## config.mk

```make
export PLATFORM = sky130hd
export DESIGN_NAME = branch_predecode_16bit_unit_flat
export DESIGN_NICKNAME = d
export VERILOG_FILES = /design/src/hdl/bpd_pkg.sv /design/src/hdl/bpd_if.sv /design/src/hdl/branch_predecode_16bit_unit.sv /design/src/hdl/bpd_cfg_regs.sv /design/src/hdl/bpd_decode.sv /design/src/flat_wrapper.sv
export SDC_FILE = /design/constraint.sdc
export NUM_CORES = 1
export LEC_CHECK = 0
export BUFFER_PORTS_ARGS = -buffer_cell sky130_fd_sc_hd__buf_2
export CAP_MARGIN = 25
export CORE_MARGIN = 2
export CORE_UTILIZATION = 30
export DETAILED_ROUTE_END_ITERATION = 10
export SYNTH_ARGS = -nofsm -noshare
export SYNTH_HDL_FRONTEND = slang
export SYNTH_SLANG_ARGS = --single-unit
```

## constraint.sdc

```tcl
create_clock -name clk -period 8.36 [get_ports clk]
set_clock_uncertainty 0.2 [all_clocks]
set_input_delay 0.836 -clock clk [delete_from_list [all_inputs] [get_ports clk]]
set_output_delay 0.836 -clock clk [all_outputs]
set_load 0.02 [all_outputs]
```

## src/hdl/bpd_pkg.sv

```systemverilog
`timescale 1ns / 1ps
// ----------------------------------------------------------------------------
// bpd_pkg
// Types, opcode patterns and class codes for the 16-bit branch predecoder.
// ----------------------------------------------------------------------------
package bpd_pkg;

  localparam int ADDR_WIDTH = 32;
  // addresses wrap at ADDR_WIDTH and are then cut to 32 bits
  localparam logic [31:0] ADDR_MASK = (ADDR_WIDTH >= 32) ? 32'hFFFF_FFFF :
                                      32'((64'd1 << ADDR_WIDTH) - 64'd1);

  localparam int PADDR_WIDTH = 3;
  localparam logic [0:0] REG_MSB_FIRST = 1'd0;

  // control-flow classes
  localparam logic [3:0] CLS_ILL   = 4'd0;
  localparam logic [3:0] CLS_JMP   = 4'd1;
  localparam logic [3:0] CLS_MJMP  = 4'd2;
  localparam logic [3:0] CLS_CALL  = 4'd3;
  localparam logic [3:0] CLS_ICALL = 4'd4;
  localparam logic [3:0] CLS_UCALL = 4'd5;
  localparam logic [3:0] CLS_CJMP  = 4'd6;
  localparam logic [3:0] CLS_RET   = 4'd7;
  localparam logic [3:0] CLS_SWI   = 4'd8;
  localparam logic [3:0] CLS_NOP   = 4'd9;
  localparam logic [3:0] CLS_LOAD  = 4'd10;
  localparam logic [3:0] CLS_STORE = 4'd11;
  localparam logic [3:0] CLS_ADD   = 4'd12;
  localparam logic [3:0] CLS_IO    = 4'd13;
  localparam logic [3:0] CLS_UNK   = 4'd14;

  // sizes in bytes
  localparam logic [3:0] SIZE_NONE = 4'd0;
  localparam logic [3:0] SIZE_WORD = 4'd2;
  localparam logic [3:0] SIZE_ENTR = 4'd4;
  localparam logic [3:0] SIZE_INIT = 4'd14;

  // field masks
  localparam logic [15:0] MASK_TOP5 = 16'hF800;
  localparam logic [15:0] MASK_TOP8 = 16'hFF00;
  localparam logic [15:0] MASK_TOP9 = 16'hFF80;
  localparam logic [15:0] MASK_TOP7 = 16'hFE00;
  localparam logic [15:0] MASK_TOP10 = 16'hFFC0;
  localparam logic [15:0] MASK_TOP13 = 16'hFFF8;
  localparam logic [15:0] MASK_BITS76 = 16'h00C0;

  // opcode patterns
  localparam logic [15:0] OP_JMP    = 16'hA800;
  localparam logic [15:0] OP_CALL   = 16'hB800;
  localparam logic [15:0] OP_CJMP   = 16'hB000;
  localparam logic [15:0] OP_ENTR   = 16'hC05D;
  localparam logic [15:0] OP_INIT   = 16'hC05C;
  localparam logic [15:0] OP_RET_A  = 16'hC09E;
  localparam logic [15:0] OP_RET_B  = 16'hC09F;
  localparam logic [15:0] OP_RET_C  = 16'hCC62;
  localparam logic [15:0] OP_MON    = 16'hD600;
  localparam logic [15:0] OP_SKP_A  = 16'hD10D;
  localparam logic [15:0] OP_NOP_A  = 16'hD200;
  localparam logic [15:0] OP_SKP_B  = 16'hD300;
  localparam logic [15:0] OP_SKP_C  = 16'hD400;
  localparam logic [15:0] OP_SKP_D  = 16'hD500;
  localparam logic [15:0] OP_SKP_E  = 16'hC050;
  localparam logic [15:0] OP_SKP_F  = 16'hC14E;
  localparam logic [15:0] OP_SKP_G  = 16'hC14F;
  localparam logic [15:0] OP_SKP_H  = 16'hC000;
  localparam logic [15:0] OP_SKP_I  = 16'h4000;
  localparam logic [15:0] OP_LOAD   = 16'h4800;
  localparam logic [15:0] OP_STORE  = 16'h0800;
  localparam logic [15:0] OP_ADD_A  = 16'h6000;
  localparam logic [15:0] OP_ADD_B  = 16'h6800;
  localparam logic [15:0] OP_IO_A   = 16'hE000;
  localparam logic [15:0] OP_IO_B   = 16'hE800;
  localparam logic [15:0] OP_SKP_J  = 16'hFA00;
  localparam logic [15:0] OP_NOP_B  = 16'hCFC0;

  localparam logic [2:0] MODE_DIRECT   = 3'd0;
  localparam logic [2:0] MODE_INDIRECT = 3'd2;

  typedef struct packed {
    logic [7:0]  byte_first;
    logic [7:0]  byte_second;
    logic [31:0] address;
    logic [3:0]  bytes_available;
  } bpd_in_t;

  typedef struct packed {
    logic [3:0]  op_class;
    logic [3:0]  op_size;
    logic        jump_valid;
    logic [31:0] jump_address;
    logic        fail_valid;
    logic [31:0] fail_address;
    logic        ends_block;
    logic        monitor_valid;
    logic [7:0]  monitor_number;
  } bpd_out_t;

  typedef struct packed {
    logic msb_first;
  } bpd_cfg_t;

endpackage

```

## src/hdl/bpd_if.sv

```systemverilog
`timescale 1ns / 1ps
// ----------------------------------------------------------------------------
// bpd_if
// Valid/ready channels for instruction items and predecode result items.
// ----------------------------------------------------------------------------
interface bpd_in_if;
  logic             valid;
  logic             ready;
  bpd_pkg::bpd_in_t data;

  modport source (output valid, output data, input ready);
  modport sink (input valid, input data, output ready);
endinterface

interface bpd_out_if;
  logic              valid;
  logic              ready;
  bpd_pkg::bpd_out_t data;

  modport source (output valid, output data, input ready);
  modport sink (input valid, input data, output ready);
endinterface

```

## src/hdl/branch_predecode_16bit_unit.sv

```systemverilog
`timescale 1ns / 1ps
// path: item accept, input register, single-pass decode, result register, result accept
// throughput: one item per cycle while result.ready holds, set by the single-pass decode
// reset: rst (synchronous, active high) empties both stages and clears msb_first to 0
// ----------------------------------------------------------------------------
// branch_predecode_16bit_unit
// Control-flow predecode of one 16-bit instruction per item, with an APB
// register selecting the byte order of the two instruction bytes.
// ----------------------------------------------------------------------------
module branch_predecode_16bit_unit (
  input  logic                            clk,
  input  logic                            rst,
  // instruction items in, predecode result items out
  bpd_in_if.sink                          instr,
  bpd_out_if.source                       result,
  // configuration port
  input  logic                            psel,
  input  logic                            penable,
  input  logic                            pwrite,
  input  logic [bpd_pkg::PADDR_WIDTH-1:0] paddr,
  input  logic [31:0]                     pwdata,
  output logic [31:0]                     prdata,
  output logic                            pready
);
  import bpd_pkg::*;

  bpd_cfg_t cfg;

  // input stage
  logic    s1_valid;
  bpd_in_t s1_data;
  logic    s1_advance;

  // decode result feeding the result register
  bpd_out_t dec_res;

  // result register
  logic     res_valid;
  bpd_out_t res_data;

  bpd_cfg_regs u_cfg (
    .clk     (clk),
    .rst     (rst),
    .psel    (psel),
    .penable (penable),
    .pwrite  (pwrite),
    .paddr   (paddr),
    .pwdata  (pwdata),
    .prdata  (prdata),
    .pready  (pready),
    .cfg     (cfg)
  );

  // the input stage moves on when the result register is empty or being drained
  assign s1_advance  = s1_valid && (!res_valid || result.ready);
  // a new item enters whenever the input stage is empty or moves on this cycle
  assign instr.ready = !s1_valid || s1_advance;

  always_ff @(posedge clk) begin
    if (rst) begin
      s1_valid <= 1'b0;
    end else if (instr.valid && instr.ready) begin
      s1_valid <= 1'b1;
    end else if (s1_advance) begin
      s1_valid <= 1'b0;
    end
  end

  always_ff @(posedge clk) begin
    if (instr.valid && instr.ready) begin
      s1_data <= instr.data;
    end
  end

  bpd_decode u_decode (
    .item (s1_data),
    .cfg  (cfg),
    .res  (dec_res)
  );

  // result register holds a finished item until the sink takes it
  always_ff @(posedge clk) begin
    if (rst) begin
      res_valid <= 1'b0;
    end else if (s1_advance) begin
      res_valid <= 1'b1;
    end else if (result.ready) begin
      res_valid <= 1'b0;
    end
  end

  always_ff @(posedge clk) begin
    if (s1_advance) begin
      res_data <= dec_res;
    end
  end

  assign result.valid = res_valid;
  assign result.data  = res_data;

endmodule

```

## src/hdl/bpd_cfg_regs.sv

```systemverilog
`timescale 1ns / 1ps
// ----------------------------------------------------------------------------
// bpd_cfg_regs
// APB register file holding the byte-order control.
// ----------------------------------------------------------------------------
module bpd_cfg_regs (
  input  logic                          clk,
  input  logic                          rst,
  input  logic                          psel,
  input  logic                          penable,
  input  logic                          pwrite,
  input  logic [bpd_pkg::PADDR_WIDTH-1:0] paddr,
  input  logic [31:0]                   pwdata,
  output logic [31:0]                   prdata,
  output logic                          pready,
  output bpd_pkg::bpd_cfg_t             cfg
);
  import bpd_pkg::*;

  logic       msb_first;
  logic [0:0] reg_index;

  assign reg_index = paddr[PADDR_WIDTH-1 -: 1];
  assign pready    = 1'b1;

  always_ff @(posedge clk) begin
    if (rst) begin
      msb_first <= 1'b0;
    end else if (psel && penable && pwrite && pready && reg_index == REG_MSB_FIRST) begin
      msb_first <= pwdata[0];
    end
  end

  always_comb begin
    prdata = '0;
    if (reg_index == REG_MSB_FIRST) begin
      prdata = {31'd0, msb_first};
    end
  end

  assign cfg.msb_first = msb_first;

endmodule

```

## src/hdl/bpd_decode.sv

```systemverilog
`timescale 1ns / 1ps
// ----------------------------------------------------------------------------
// bpd_decode
// Combinational predecode of one instruction word into class and targets.
// ----------------------------------------------------------------------------
module bpd_decode (
  input  bpd_pkg::bpd_in_t  item,
  input  bpd_pkg::bpd_cfg_t cfg,
  output bpd_pkg::bpd_out_t res
);
  import bpd_pkg::*;

  logic [15:0] word;
  logic [15:0] top5;
  logic [15:0] top8;
  logic [2:0]  mode;
  logic [31:0] off2;
  logic [31:0] rel_addr;
  logic [31:0] addr_p2;
  logic [31:0] addr_p4;
  logic [31:0] addr_p6;
  logic [31:0] addr_p12;
  logic [31:0] addr_p14;
  logic        skip_grp;
  logic        skip;

  always_comb begin
    word = cfg.msb_first ? {item.byte_first, item.byte_second}
                         : {item.byte_second, item.byte_first};
    top5 = word & MASK_TOP5;
    top8 = word & MASK_TOP8;
    mode = word[10:8];
    // signed word offset scaled to bytes
    off2 = {{23{word[7]}}, word[7:0], 1'b0};
    rel_addr = (item.address + off2) & ADDR_MASK;
    addr_p2  = (item.address + 32'd2) & ADDR_MASK;
    addr_p4  = (item.address + 32'd4) & ADDR_MASK;
    addr_p6  = (item.address + 32'd6) & ADDR_MASK;
    addr_p12 = (item.address + 32'd12) & ADDR_MASK;
    addr_p14 = (item.address + 32'd14) & ADDR_MASK;

    skip_grp = (top8 == OP_SKP_B) || (top8 == OP_SKP_C) ||
               ((word & MASK_TOP9) == OP_SKP_D) ||
               ((word & MASK_TOP13) == OP_SKP_E) ||
               (word == OP_SKP_F) || (word == OP_SKP_G) ||
               ((top5 == OP_SKP_H) && ((word & MASK_BITS76) == 16'h0000)) ||
               (top5 == OP_SKP_I);

    res          = '0;
    res.op_class = CLS_UNK;
    res.op_size  = SIZE_WORD;
    skip         = 1'b0;

    if (item.bytes_available < 4'd2) begin
      res.op_class = CLS_ILL;
      res.op_size  = SIZE_NONE;
    end else if (top5 == OP_JMP) begin
      if (mode == MODE_DIRECT) begin
        res.op_class     = CLS_JMP;
        res.jump_valid   = 1'b1;
        res.jump_address = rel_addr;
      end else begin
        res.op_class = CLS_MJMP;
      end
      res.ends_block = 1'b1;
    end else if (top5 == OP_CALL) begin
      res.fail_valid   = 1'b1;
      res.fail_address = addr_p2;
      if (mode == MODE_DIRECT) begin
        res.op_class     = CLS_CALL;
        res.jump_valid   = 1'b1;
        res.jump_address = rel_addr;
      end else if (mode == MODE_INDIRECT) begin
        res.op_class = CLS_ICALL;
      end else begin
        res.op_class = CLS_UCALL;
      end
    end else if (top5 == OP_CJMP) begin
      res.op_class     = CLS_CJMP;
      res.jump_valid   = 1'b1;
      res.jump_address = rel_addr;
      res.fail_valid   = 1'b1;
      res.fail_address = addr_p2;
    end else if (word == OP_ENTR) begin
      res.op_size = SIZE_ENTR;
      if (item.bytes_available >= 4'd4) begin
        res.op_class     = CLS_CJMP;
        res.jump_valid   = 1'b1;
        res.jump_address = addr_p6;
        res.fail_valid   = 1'b1;
        res.fail_address = addr_p4;
      end
    end else if (word == OP_INIT) begin
      res.op_size = SIZE_INIT;
      if (item.bytes_available >= 4'd14) begin
        res.op_class     = CLS_CJMP;
        res.jump_valid   = 1'b1;
        res.jump_address = addr_p14;
        res.fail_valid   = 1'b1;
        res.fail_address = addr_p12;
      end
    end else if (word == OP_RET_A || word == OP_RET_B || word == OP_RET_C) begin
      res.op_class   = CLS_RET;
      res.ends_block = 1'b1;
    end else if (top8 == OP_MON) begin
      res.op_class       = CLS_SWI;
      res.monitor_valid  = 1'b1;
      res.monitor_number = word[7:0];
      res.ends_block     = (word[7:0] == 8'd0);
    end else if (word == OP_SKP_A) begin
      skip = 1'b1;
    end else if (top8 == OP_NOP_A) begin
      res.op_class   = CLS_NOP;
      res.ends_block = 1'b1;
    end else if (skip_grp) begin
      skip = 1'b1;
    end else if (top5 == OP_LOAD) begin
      res.op_class = CLS_LOAD;
    end else if (top5 == OP_STORE) begin
      res.op_class = CLS_STORE;
    end else if (top5 == OP_ADD_A || top5 == OP_ADD_B) begin
      res.op_class = CLS_ADD;
    end else if (top5 == OP_IO_A || top5 == OP_IO_B) begin
      res.op_class = CLS_IO;
    end else if ((word & MASK_TOP7) == OP_SKP_J) begin
      skip = 1'b1;
    end else if ((word & MASK_TOP10) == OP_NOP_B) begin
      res.op_class = CLS_NOP;
    end

    // skip instructions branch over the next word
    if (skip) begin
      res.op_class     = CLS_CJMP;
      res.jump_valid   = 1'b1;
      res.jump_address = addr_p4;
      res.fail_valid   = 1'b1;
      res.fail_address = addr_p2;
    end
  end

endmodule

```

## src/flat_wrapper.sv

```systemverilog
// flat-port wrapper written by rule: the top's interface ports become plain ports
module branch_predecode_16bit_unit_flat import bpd_pkg::*;
  (clk, rst, psel, penable, pwrite, paddr, pwdata, prdata, pready, instr_valid, instr_data, instr_ready, result_valid, result_data, result_ready);
  bpd_in_if instr_i ();
  bpd_out_if result_i ();
  input  logic clk;
  input  logic rst;
  input  logic psel;
  input  logic penable;
  input  logic pwrite;
  input  logic [bpd_pkg::PADDR_WIDTH-1:0] paddr;
  input  logic [31:0] pwdata;
  output logic [31:0] prdata;
  output logic pready;
  input wire logic [$bits(instr_i.valid)-1:0] instr_valid;
  input wire logic [$bits(instr_i.data)-1:0] instr_data;
  output wire logic [$bits(instr_i.ready)-1:0] instr_ready;
  output wire logic [$bits(result_i.valid)-1:0] result_valid;
  output wire logic [$bits(result_i.data)-1:0] result_data;
  input wire logic [$bits(result_i.ready)-1:0] result_ready;
  assign instr_i.valid = instr_valid;
  assign instr_i.data = instr_data;
  assign instr_ready = instr_i.ready;
  assign result_valid = result_i.valid;
  assign result_data = result_i.data;
  assign result_i.ready = result_ready;
  branch_predecode_16bit_unit u_core (.clk(clk), .rst(rst), .instr(instr_i), .result(result_i), .psel(psel), .penable(penable), .pwrite(pwrite), .paddr(paddr), .pwdata(pwdata), .prdata(prdata), .pready(pready));
endmodule
```

==> results_dict.tcl <==
set metrics [dict create \
    hp-class "register to register" \
    floorplan.initialDensity_pct 30.5 \
    drv.max_cap_violation_count 0 \
    worstSetupEndpointType "register" \
    slew_headroom_pct 31.1 \
    synthXorXnorAreaFrac_pct 9.91 \
    tritoncts_clock_tree "yes" \
    dr_total_vias 11500 \
    ioPinCount 213 \
    layout_commonest_cell "sky130_fd_sc_hd__a21oi_1" \
    ys_seq_elements 137 \
    grt_first_pass_wirelength_um 67400 \
    post_cts_resized 0 \
    multiInputGateArea_um2 7110 \
    power.static_leakage_nw 4.79 \
    tritoncts_num_sinks 137 \
    max_clock_freq_mhz 207 \
    fp.coreArea_um2 38800 \
    critical-path-top-cell-by-count "sky130_fd_sc_hd__o21ai_0" \
    netlist_area_pre_place_um2 11800 \
    setup_ws_ps 3520 \
    crit_type "register to register" \
    antennaDiodeCount 0 \
    layout-area-overhead-vs-synth_pct 13.2 \
    clockBufferDepth 2 \
    worst_skew_late_latency_ps 460 \
    place.port_buffers 145 \
    post_cts_hold_buffer_count 0 \
    timing.critical_path.from_type "register" \
    clkTransAtPathRegs_ps 70 \
    x_dimension_of_the_die_um 203 \
    cp_data_arrival_time_ps 4790 \
    cts_made_buffers 17 \
    route.detailed.wl_per_inst_um 22.8 \
    gr-total-overflow 0 \
    filler_cell_count 4061 \
    fraction_of_final_layout_cells_with_drive_strength_greater_than_1_pct 16.0 \
    synth-adder-area-share_pct 3.97 \
    hold_violations 0 \
    status "complete, no violations" \
    synth.area.mux_share_pct 1.78 \
    asyncSetResetFlopFracSynth_pct 0 \
    finalMaxSlewViolations 0 \
    setup-violations-final 0 \
    min_period_ps 4840 \
    detailedRoute.firstPassIterationCount 5 \
    post_cts_buffers 0 \
    synth-compound-area-share_pct 22.5 \
    netlist_instances 1395 \
    synth_top_family_by_area "compound AO/OA/AOI/OAI gates" \
    first_global_vias 10700 \
    register_area_um2 4090 \
    post_synth_num_cell_types 89 \
    cts-htree-levels 4 \
    maximum_number_of_pins_on_one_net_before_global_route_repair 62 \
    period_utilization_pct 57.9 \
    unrepaired_setup_endpoints_after_global_routing "no" \
    preCtsSetupSlack_ps 3660 \
    remaining_design_rule_violation_count 0 \
    yosysSeqAreaShare_pct 34.5 \
    cts_root_buf "sky130_fd_sc_hd__clkbuf_16" \
    place.gp.congestion 0.963 \
    worst-path-max-fanout 50 \
    syn_area_per_cell_um2 8.49 \
    worst_ep_required_time_ps 8320 \
    totalWireLength_um 45700 \
    number_of_nets_with_antenna_violations_after_detailed_routing 0 \
    slowest_delay_ps 810 \
    fin_hold_ws_ps 318 \
    layout.cell_area.non_filler_um2 13400 \
    synth_top_flop_cell "sky130_fd_sc_hd__edfxtp_1" \
    final_nets 1609 \
    power.density_nw_per_um2 154 \
    dieArea_um2 41100 \
    list_of_cells_traversed_by_the_critical_path "buf_4, mux2i_1, inv_1, ha_1, fa_1, a21o_1, nand4_1, a21oi_1, a2111oi_0, o21ai_0, xor2_1, o2111ai_1, o21ai_0" \
    synth_warn 0 \
    vdd_drop_max_mv 0.104 \
    die_height_um 203 \
    half_perimeter_wire_length_of_the_detailed_placement_result_um 33500 \
    simple_gate_share_of_the_synthesized_area_pct 20.7 \
    routed_via_density 5.71 \
    synth_enable_flop_cells 134 \
    std_cell_rows 72 \
    drt_iter0_drc 1106 \
    most-common-layout-cells "sky130_fd_sc_hd__a21oi_1, sky130_fd_sc_hd__buf_2, sky130_fd_sc_hd__edfxtp_1, sky130_fd_sc_hd__nor2_1, sky130_fd_sc_hd__nand2_1" \
    grt_use_total_pct 21.9 \
    grt_antenna_before_repair 0 \
    sum_neg_setup_slack_ps 0 \
    placement.cell_area_um2 12800 \
    worst-slew-pin-transition_ps 1030 \
    critical-path-slowest-cell "sky130_fd_sc_hd__a2111oi_0" \
]
metal layers:
metal  vias up  global-route usage [%]  share of wire [%]
li1       5288                       -                  -
met1      5478                    29.5                 44
met2       603                    32.8                 43
met3        95                    5.94                8.8
met4         0                    9.31                3.4
met5         -                       0                  0
cell usage after synthesis (13+ instances only):
library cell / instances / area [µm²]
sky130_fd_sc_hd__buf_2: 19 / 95.1
sky130_fd_sc_hd__inv_1: 26 / 97.6
sky130_fd_sc_hd__a21oi_1: 146 / 731
sky130_fd_sc_hd__nand2_1: 124 / 465
sky130_fd_sc_hd__nand4_1: 36 / 225
sky130_fd_sc_hd__nor4_1: 24 / 150
sky130_fd_sc_hd__nor2_1: 132 / 495
sky130_fd_sc_hd__mux2i_1: 13 / 130
sky130_fd_sc_hd__nor3_1: 44 / 220
sky130_fd_sc_hd__xnor2_1: 67 / 587
sky130_fd_sc_hd__edfxtp_1: 134 / 4020
sky130_fd_sc_hd__o21ai_0: 77 / 385
sky130_fd_sc_hd__clkbuf_1: 62 / 233
sky130_fd_sc_hd__a31oi_1: 24 / 150
sky130_fd_sc_hd__o22ai_1: 15 / 93.8
sky130_fd_sc_hd__xor2_1: 67 / 587
sky130_fd_sc_hd__o221ai_1: 18 / 158
sky130_fd_sc_hd__ha_1: 36 / 450
sky130_fd_sc_hd__a21o_1: 20 / 150
sky130_fd_sc_hd__buf_4: 36 / 270
sky130_fd_sc_hd__nand3_1: 36 / 180
where the power goes:
| part | internal, mW | leakage (nW) | switching, mW | total (mW) |
|---|---|---|---|---|
| clock | 0.396 | 0.281 | 0.349 | 0.745 |
| sequential | 0.801 | 1.28 | 0.0569 | 0.858 |
| combinational | 0.153 | 3.23 | 0.307 | 0.460 |
| total | 1.35 | 4.79 | 0.713 | 2.06 |
worst paths after layout:
kind	from	to	slack, ps	depth (start not counted)
max	u_core.u_cfg.cfg	u_core.result.data[60]	3520	13
min	u_core.s1_valid	u_core.result.valid	320	2
max reg2reg	u_core.u_cfg.cfg	u_core.result.data[60]	3520	13
min reg2reg	u_core.s1_valid	u_core.result.valid	320	2
registers in the layout, summed over array words and instances (netlist names):
register             cells
u_core.result.data      83
u_core.result.valid      1
u_core.s1_data          51
u_core.s1_valid          1
u_core.u_cfg.cfg         1
critical path, delay by kind of cell, from the launching register on:
kind	cells	cell delay, ps
XOR/XNOR	1	180
buffers and inverters	2	580
AO/OA/AOI/OAI	6	1980
adder cells (fa/ha/maj)	2	700
AND/OR/NAND/NOR	1	140
multiplexers	1	390
flip-flops	1	350
stage by stage:
stage,instances,utilization [%],power (mW)
3_5_place_dp,1976,33.0,1.32
4_1_cts,2008,34.5,2.08
2_1_floorplan,1426,-,1.18
3_3_place_gp,1975,33.0,1.32
5_1_grt,2009,34.5,2.15
6_report,2009,34.5,2.06
logic make-up (layout without fill, tap and decap cells):
| logic type | after synthesis | in the layout |
|---|---|---|
| xor gates and xnor gates | 134 | 134 |
| DFF | 137 | 137 |
| buffers and inverters | 158 | 223 |
| and+or+nand+nor | 494 | 494 |
| adders and majority gates | 37 | 37 |
| AOI/OAI and AO/OA | 413 | 413 |
| other | 2 | 33 |
| muxes | 20 | 20 |
cell type report:
cell class              count  area share, %
clock buffers              17           3.17
clock inverters            15           1.14
inverters                  26          0.728
multi-input cells        1131           53.1
flip-flops and latches    137           30.5
well taps                 518           4.83
repair buffers            165           6.62
(Power assumes the default switching activity.)
